===== config.mk =====
export PLATFORM = sky130hd
export DESIGN_NAME = phase_accumulator_sine_oscillator_core
export DESIGN_NICKNAME = d
export VERILOG_FILES = /design/src/paso_pkg.sv /design/src/phase_accumulator_sine_oscillator_core.sv
export SDC_FILE = /design/constraint.sdc
export NUM_CORES = 2
export LEC_CHECK = 0
export BUFFER_PORTS_ARGS = -buffer_cell sky130_fd_sc_hd__buf_2
export CORE_UTILIZATION = 49
export CTS_CLUSTER_DIAMETER = 40
export DETAILED_ROUTE_END_ITERATION = 10
export PLACE_DENSITY = 0.71
export SLEW_MARGIN = 5
export SYNTH_ARGS = -nofsm -noshare
export SYNTH_HDL_FRONTEND = slang
export SYNTH_SLANG_ARGS = --single-unit

===== constraint.sdc =====
create_clock -name i_clk -period 11.4 [get_ports i_clk]
set_input_delay 2.28 -clock i_clk [delete_from_list [all_inputs] [get_ports i_clk]]
set_output_delay 2.28 -clock i_clk [all_outputs]
set_load 0.1 [all_outputs]

===== src/paso_pkg.sv =====
// ----------------------------------------------------------------------------
// Phase accumulator sine oscillator package
// Field widths, defaults and the odd sine polynomial coefficients in Q30.
// ----------------------------------------------------------------------------
package paso_pkg;

    localparam int PHASE_BITS_DEF  = 32;
    localparam int SAMPLE_BITS_DEF = 16;
    localparam int FREQ_W          = 24;
    localparam int SR_W            = 18;

    localparam logic [SR_W-1:0] SR_RESET = 18'd48000;

    // Q30 fraction width of the polynomial datapath
    localparam int QF = 30;

    // Index of the top odd coefficient (coefficients A1..A11)
    localparam logic [2:0] COEF_TOP = 3'd5;

    typedef logic [31:0] t_q30;

    // Taylor coefficients of sin(pi/2*x): index 0 is A1, index 5 is A11
    function automatic t_q30 sine_coef(input logic [2:0] idx);
        t_q30 c;
        unique case (idx)
            3'd0:    c = 32'd1686629713;
            3'd1:    c = 32'd693598668;
            3'd2:    c = 32'd85569305;
            3'd3:    c = 32'd5026995;
            3'd4:    c = 32'd172272;
            3'd5:    c = 32'd3864;
            default: c = 32'd0;
        endcase
        return c;
    endfunction

endpackage


===== src/phase_accumulator_sine_oscillator_core.sv =====
// ----------------------------------------------------------------------------
// Phase accumulator sine oscillator core
// DDS numerically controlled oscillator: frequency to phase step, sine out.
// ----------------------------------------------------------------------------
// One input word is one sample tick. A nonzero frequency passes from
// acceptance to the result register through a restoring divider, which
// retires one quotient bit a cycle, the phase update and quadrant fold, a
// single 32x32 multiplier that evaluates the sine polynomial (seven
// products, each registered before it is used), and a round and saturate
// step that waits for a free output register. A zero frequency skips to a
// zero sample and leaves the phase alone. The input is stalled while a word
// is in flight; a finished sample waits in the output register while the
// next word is accepted.
module phase_accumulator_sine_oscillator_core
    import paso_pkg::*;
#(
    parameter int PHASE_BITS  = PHASE_BITS_DEF,
    parameter int SAMPLE_BITS = SAMPLE_BITS_DEF
) (
    input  logic                          i_clk,
    input  logic                          i_rst_n,
    // configuration
    input  logic                          i_cfg_we,
    input  logic [SR_W-1:0]               i_cfg_wdata,
    // input channel
    input  logic                          i_valid,
    output logic                          o_stall,
    input  logic [FREQ_W-1:0]             i_frequency,
    input  logic                          i_buffer_end,
    // output channel
    output logic                          o_valid,
    input  logic                          i_stall,
    output logic signed [SAMPLE_BITS-1:0] o_sample,
    output logic                          o_buffer_end_out
);

    localparam int DIV_STEPS = PHASE_BITS + 16;
    localparam int CNT_W     = $clog2(DIV_STEPS + 1);
    localparam int SH        = QF - (SAMPLE_BITS - 1);

    localparam logic [CNT_W-1:0]       DIV_LAST   = CNT_W'(DIV_STEPS - 1);
    localparam logic [32:0]            ROUND_HALF = 33'(64'd1 << (SH - 1));
    localparam logic [SAMPLE_BITS-1:0] SMAX       = {1'b0, {(SAMPLE_BITS-1){1'b1}}};

    localparam logic [2:0] S_IDLE = 3'd0;
    localparam logic [2:0] S_DIV  = 3'd1;
    localparam logic [2:0] S_PREP = 3'd2;
    localparam logic [2:0] S_MUL  = 3'd3;
    localparam logic [2:0] S_UPD  = 3'd4;
    localparam logic [2:0] S_FIN  = 3'd5;

    localparam logic [2:0] STEP_X2  = 3'd0;
    localparam logic [2:0] STEP_Y   = 3'd6;

    logic [2:0]             r_state;
    logic [SR_W-1:0]        r_sample_rate;
    logic [PHASE_BITS-1:0]  r_phase;
    logic [CNT_W-1:0]       r_cnt;
    logic [DIV_STEPS-1:0]   r_dvd;
    logic [PHASE_BITS-1:0]  r_q;
    logic [SR_W-1:0]        r_rem;
    logic [30:0]            r_x;
    logic [1:0]             r_quad;
    logic [31:0]            r_x2;
    logic [31:0]            r_t;
    logic [63:0]            r_prod;
    logic [2:0]             r_step;
    logic                   r_zero;
    logic                   r_bend;
    logic                   r_ovalid;
    logic [SAMPLE_BITS-1:0] r_sample;
    logic                   r_bend_out;

    logic [SR_W-1:0]        divisor;
    logic [SR_W:0]          rem_sh;
    logic                   rem_ge;
    logic [SR_W:0]          rem_sub;
    logic [PHASE_BITS-1:0]  phase_sum;
    logic [PHASE_BITS+31:0] phase_ext;
    logic [31:0]            p32;
    logic [30:0]            x_fold;
    logic [31:0]            mul_a;
    logic [31:0]            mul_b;
    logic [31:0]            prod_q30;
    logic [32:0]            y_rnd;
    logic [32:0]            s_full;
    logic [SAMPLE_BITS-1:0] s_sat;
    logic [SAMPLE_BITS-1:0] s_res;
    logic                   in_acc;
    logic                   out_free;

    assign in_acc   = i_valid && !o_stall;
    assign out_free = !r_ovalid || !i_stall;

    // divider datapath: one restoring step a cycle
    assign divisor = (r_sample_rate == '0) ? SR_W'(1) : r_sample_rate;
    assign rem_sh  = {r_rem, r_dvd[DIV_STEPS-1]};
    assign rem_ge  = rem_sh >= {1'b0, divisor};
    assign rem_sub = rem_sh - {1'b0, divisor};

    // phase update and quadrant fold; normalise the phase to 32 bits
    assign phase_sum = r_phase + r_q;
    assign phase_ext = {phase_sum, 32'd0};
    assign p32       = phase_ext[PHASE_BITS+31 -: 32];
    assign x_fold    = p32[30] ? (31'(64'd1 << QF) - {1'b0, p32[29:0]})
                               : {1'b0, p32[29:0]};

    // shared multiplier operand select
    always_comb begin
        mul_a = r_t;
        mul_b = r_x2;
        if (r_step == STEP_X2) begin
            mul_a = {1'b0, r_x};
            mul_b = {1'b0, r_x};
        end else if (r_step == STEP_Y) begin
            mul_b = {1'b0, r_x};
        end
    end

    assign prod_q30 = r_prod[61:30];

    // round half up, saturate, apply sign or force a zero sample
    assign y_rnd  = {1'b0, r_t} + ROUND_HALF;
    assign s_full = y_rnd >> SH;
    assign s_sat  = (s_full > 33'(SMAX)) ? SMAX : s_full[SAMPLE_BITS-1:0];
    always_comb begin
        s_res = s_sat;
        if (r_zero) begin
            s_res = '0;
        end else if (r_quad[1]) begin
            s_res = '0 - s_sat;
        end
    end

    always_ff @(posedge i_clk) begin
        if (!i_rst_n) begin
            r_state       <= S_IDLE;
            r_sample_rate <= SR_RESET;
            r_phase       <= '0;
            r_ovalid      <= 1'b0;
            r_cnt         <= '0;
            r_step        <= '0;
        end else begin
            if (i_cfg_we) begin
                r_sample_rate <= i_cfg_wdata;
            end
            if (r_state == S_FIN && out_free) begin
                r_ovalid <= 1'b1;
            end else if (r_ovalid && !i_stall) begin
                r_ovalid <= 1'b0;
            end
            unique case (r_state)
                S_IDLE: begin
                    if (in_acc) begin
                        r_dvd  <= {i_frequency, (PHASE_BITS-8)'(0)};
                        r_rem  <= '0;
                        r_q    <= '0;
                        r_cnt  <= '0;
                        r_zero <= (i_frequency == '0);
                        r_bend <= i_buffer_end;
                        r_state <= (i_frequency == '0) ? S_FIN : S_DIV;
                    end
                end
                S_DIV: begin
                    r_rem <= rem_ge ? rem_sub[SR_W-1:0] : rem_sh[SR_W-1:0];
                    r_q   <= {r_q[PHASE_BITS-2:0], rem_ge};
                    r_dvd <= r_dvd << 1;
                    r_cnt <= r_cnt + CNT_W'(1);
                    if (r_cnt == DIV_LAST) begin
                        r_state <= S_PREP;
                    end
                end
                S_PREP: begin
                    r_phase <= phase_sum;
                    r_quad  <= p32[31:30];
                    r_x     <= x_fold;
                    r_step  <= STEP_X2;
                    r_state <= S_MUL;
                end
                S_MUL: begin
                    r_prod  <= 64'(mul_a) * 64'(mul_b);
                    r_state <= S_UPD;
                end
                S_UPD: begin
                    if (r_step == STEP_X2) begin
                        r_x2 <= prod_q30;
                        r_t  <= sine_coef(COEF_TOP);
                    end else if (r_step == STEP_Y) begin
                        r_t  <= prod_q30;
                    end else begin
                        // Horner step towards A1
                        r_t  <= sine_coef(COEF_TOP - r_step) - prod_q30;
                    end
                    if (r_step == STEP_Y) begin
                        r_state <= S_FIN;
                    end else begin
                        r_step  <= r_step + 3'd1;
                        r_state <= S_MUL;
                    end
                end
                S_FIN: begin
                    // hold until the output register is free
                    if (out_free) begin
                        r_state  <= S_IDLE;
                    end
                end
                default: begin
                    r_state <= S_IDLE;
                end
            endcase
        end
    end

    always_ff @(posedge i_clk) begin
        if (r_state == S_FIN && out_free) begin
            r_sample   <= s_res;
            r_bend_out <= r_bend;
        end
    end

    assign o_stall          = (r_state != S_IDLE);
    assign o_valid          = r_ovalid;
    assign o_sample         = r_sample;
    assign o_buffer_end_out = r_bend_out;

`ifndef SYNTHESIS
    a_nonzero_starts_div: assert property (@(posedge i_clk) disable iff (!i_rst_n)
        (in_acc && i_frequency != '0) |=> (r_state == S_DIV && r_cnt == '0))
        else $error("nonzero frequency did not start the divider");

    a_zero_holds_phase: assert property (@(posedge i_clk) disable iff (!i_rst_n)
        (in_acc && i_frequency == '0) |=> (r_state == S_FIN && $stable(r_phase)))
        else $error("zero frequency disturbed the phase");

    a_rem_below_div: assert property (@(posedge i_clk) disable iff (!i_rst_n)
        (r_state == S_DIV) |-> (r_rem < divisor))
        else $error("divider remainder not below divisor");

    a_step_range: assert property (@(posedge i_clk) disable iff (!i_rst_n)
        (r_state == S_MUL || r_state == S_UPD) |-> (r_step <= STEP_Y))
        else $error("polynomial step out of range");
`endif

endmodule


# Word level (Yosys, flattened, before mapping)
# Index checks and enable logic that the tools add are counted.
# word_totals
register_bits,339
elab_cells,104
# op_classes
reduce_logical,25
add_sub_neg,9
mul,1
n_lt_le_gt_ge,2
muxes,32
n_eq_ne,16
# op_table
op,n
$mux W32,9
$pmux W31 S6,1
$pmux W48 S2,1
$pmux W32 S2,1
$mul A32 B32 Y62,1
$mux W18,3
$mux W48,1
$pmux W18 S2,1
$add A32 B15 Y33 const B,1
$add A32 B32 Y32,1
$mux W16,2
$sub A32 B32 Y32,1
$sub A31 B30 Y31 const A,1
$mux W30,1
$logic_not A24 Y1,1
$ge A19 B18 Y1,1
$gt A18 B15 Y1 const B,1
$logic_not A18 Y1,1
$mux W3,6
$pmux W3 S6,1
$sub A18 B18 Y18,1
$sub A1 B16 Y16 const A,1
$eq A3 B3 Y1 const B,5
$eq A3 B2 Y1 const B,4
other kinds (18),38

# Longest topological paths before layout
# logic_depth
word_depth,9
ltp_mapped,36
depth_no_buf,33

# Worst setup path after synthesis
# OpenSTA, ideal clock, no wires.
# synth_timing
path_type,flip-flop to flip-flop
startpoint,reg r_step[0]
endpoint,reg r_prod[60] (data pin)
path_slack_ns,1.752
t_arrival_ns,9.386
required_time_ns,11.137
stages_incl_launch_ff,35
path_cell_list,dfxtp_1 -> inv_1 -> ha_1 -> clkbuf_1 -> mux2i_1 -> clkbuf_1 -> clkbuf_1 -> mux2i_1 -> clkbuf_1 -> nor2_1 -> fa_1 -> fa_1 -> fa_1 -> inv_1 -> fa_1 -> inv_1 -> fa_1 -> inv_1 -> fa_1 -> inv_1 -> fa_1 -> inv_1 -> fa_1 -> inv_1 -> ha_1 -> a211oi_1 -> o311ai_0 -> a2111oi_0 -> o31ai_1 -> a31o_2 -> a211oi_1 -> nor3_1 -> o221ai_1 -> o21bai_1 -> xor2_1
# synth_via
elab_chain_len,4
elab_cells_between_ends,6
classes_between,mul: 1; eq/ne: 1; mux: 3; reduce/logical: 1
# synth_rtl
element,line,source
"start, declared",phase_accumulator_sine_oscillator_core.sv:67,logic [2:0] r_step;
"start signal, assigned",phase_accumulator_sine_oscillator_core.sv:197,r_step <= r_step + 3'd1;
$eq A3 B3 Y1,phase_accumulator_sine_oscillator_core.sv:115,end else if (r_step == STEP_Y) begin
$mux W32,phase_accumulator_sine_oscillator_core.sv:115,
$mux W32,phase_accumulator_sine_oscillator_core.sv:112,if (r_step == STEP_X2) begin
$mul A32 B32 Y62 *,phase_accumulator_sine_oscillator_core.sv:181,r_prod <= 64'(mul_a) * 64'(mul_b);
"end signal, assigned",phase_accumulator_sine_oscillator_core.sv:181,
"end, declared",phase_accumulator_sine_oscillator_core.sv:66,logic [63:0] r_prod;
# Mark *: on every way between the ends. The rest lies on a longest branch, timed or not.
# A chain may end at the register's enable or synchronous reset.

# Worst setup path after layout
# layout_timing
startpoint,reg r_step[1]
endpoint,reg r_prod[44] (data pin)
# Same word-level chain as after synthesis.

==> out/qor.txt <==
Vias in the first global route = 38.8k
Post-cts sizing count = 0
Floorplan core area = 96700 µm²
Initial core utilization = 0.494
Slew HR = 0.224
Cells after Synth = 5284
Final Hold Viols = 0
MaxCap Viol Count = 0
Crit. End Element = register
Vias per cell = 5.69
Synth-to-Final Area Change = 7.18%
Nets@finish = 6558
Top cell types by occurrence after synthesis = inv_1, fa_1, nor2_1
Seq/Total Area, Yosys = 0.165
First-pass GRT wire length = 229000 µm
CP startpoint kind = register
DR vias = 37.4k
Clk Tree Root Cell = clkbuf_16
Largest net degree at the start of global routing = 75
Gr usage total = 0.308
Final WL = 149000 µm
Post-synth EDFFs = 221
RSZ-0062 raised after global routing = no
Count leader, synth = inv_1
Most used cell, CP = fa_1
Num rows = 114
Total grt overflow = 0
CP Class = register to register
Clock slew at reported path FFs = 0.06 ns
Mapped Area = 47800 µm²
Critical Path AT = 10.79 ns
Initial antenna violation count = 4
Height of the chip = 314 µm
Seq cells post-synth = 284
Later-pin clock latency in the skew report = 0.53 ns
TritonCTS clock tree = built
Final setup fails = 0
GP Congestion = 1.02
Synth Flop Type = edfxtp_1
Synth area leader = fa_1
Outcome = completed
Number of iterations in the first detailed-routing pass = 6
Worst slew pin tran = 1.16 ns
Die width = 314 µm
Hold Path Class = register to register
CTS Buf Count = 35
Worst setup path startpoint = r_step[1]
Tmin final = 10.53 ns
Req. time, crit path = 11.66 ns
R2R Path Start = r_step[1]
WL/cell = 22.6 µm
Period utilization = 0.924
Clock Sinks = 284
Hold-fix buffers at CTS = 0
Detailed Place HPWL = 121000 µm
Setup bufs post-CTS = 0
Ys Warns = 0
Fraction of layout cells with a size suffix above 1 = 0.0686
Share of the synthesized area in the top cell type = 0.376
1st-iter DRT viols = 3732
Top post-synthesis cells by area = fa_1, edfxtp_1, ha_1, inv_1, nor2_1
Post-Syn Nets = 6559
Hold path endpoint = o_buffer_end_out
Highest clock rate = 0.0950 GHz
H-tree levels = 2
Max-slew violation count = 0
Fin Setup TNS = 0 ns
Hold_sp = r_bend
Crit-path max FO = 18
Avg Cell Area, Syn = 9.05 µm²
Max stage delay on crit path = 0.80 ns
R2R setup slack = 0.87 ns
Buffers added on ports = 66
Async S/R FF share, synth = 0
Final Skew = 0.0226 ns
DIE AREA = 98800 µm²
Clk buf depth = 3
Fill count = 8763
Slowest-stage cell, CP = mux2i_4
Post-route ant nets = 0
Netlist cell types = 80
RR Endpoint = r_prod[44]
Drc violations = 0
# IOs = 67
Reg2reg path depth = 28
Hold path depth = 0
Final core utilization = 0.530
## worst max path at each step
stage / to / slack (ns) / depth (start not counted)
3_3_place_gp: r_prod[48] / 1.20 / 29
2_1_floorplan: r_prod[60] / 1.75 / 34
5_1_grt: r_prod[44] / 0.37 / 30
4_1_cts: r_prod[48] / 1.03 / 28
6_report: r_prod[44] / 0.87 / 28
3_5_place_dp: r_prod[48] / 1.04 / 29
## cell usage in the layout, fill, tap and decap left out, drive strengths merged, types with 90 or more instances in the layout
master,instances
inv,966
fa,897
nor2,754
nand2,749
ha,330
edfxtp,221
buf,198
a21oi,177
xnor2,93
mux2i,90
## state kept, by name, indices dropped and copies added (netlist names), 16 cells and up
signal / cells
r_t: 32
r_x: 31
r_sample_rate: 18
o_sample: 16
r_q: 32
r_prod: 32
r_x2: 32
r_dvd: 24
r_rem: 18
r_phase: 32
## metrics by stage
| stage | std cells | cell area (µm²) | hold slack, ns | setup WS [ns] |
|---|---|---|---|---|
| 6_report | 6586 | 51200 | 0.426 | 0.871 |
| 5_1_grt | 6586 | 51200 | 0.455 | 0.366 |
| 4_1_cts | 6585 | 51200 | 0.424 | 1.03 |
| 3_5_place_dp | 6522 | 50100 | 0.410 | 1.04 |
| 3_3_place_gp | 6522 | 50100 | 0.401 | 1.20 |
| 2_1_floorplan | 5284 | 47800 | 0.400 | 1.75 |
## kinds of logic (layout without fill, tap and decap cells)
kind of cell               Yosys count  after routing  synth area share
buffers and inverters             1195           1220            0.0940
other                                0              1                 0
and+or+nand+nor                   1792           1792             0.155
adders and majority gates         1227           1227             0.462
xor gates and xnor gates           155            155            0.0286
muxes                              122            122            0.0264
DFF                                284            284             0.165
AOI/OAI and AO/OA                  509            509            0.0688
## worst max-delay path, delay by kind of cell (launching register included)
kind | cells | cell delay [ns]
AO/OA/AOI/OAI | 8 | 2.47
XOR/XNOR | 1 | 0.12
adder cells (fa/ha/maj) | 10 | 4.66
buffers and inverters | 6 | 1.12
flip-flops | 1 | 0.43
multiplexers | 2 | 1.27
AND/OR/NAND/NOR | 1 | 0.16
## metal layers
layer  GRT usage  vias to the layer above  part of all wire  routed length, µm
met5           0                        -                 0                  0
met4       0.132                        0             0.053               7830
met3      0.0761                      371              0.11              16800
met2       0.488                     2006              0.45              67500
met1       0.402                    18700              0.38              56600
li1            -                    16400                 -                  -
## final cells by class
| type | instances | area [µm²] | area share |
|---|---|---|---|
| sequential | 284 | 7900 | 0.154 |
| inverter | 959 | 3600 | 0.0703 |
| clock inverter | 16 | 181 | 0.00354 |
| timing repair buffer | 198 | 1350 | 0.0263 |
| multi-input combinational | 3805 | 35600 | 0.696 |
| tap | 1276 | 1600 | 0.0312 |
| antenna | 1 | 2.50 | 0.0000488 |
| clock buffer | 47 | 973 | 0.0190 |
Power is left out: the tool's default activity adds up to more than one toggle a clock period on the data nets, which glitch-free logic cannot reach.
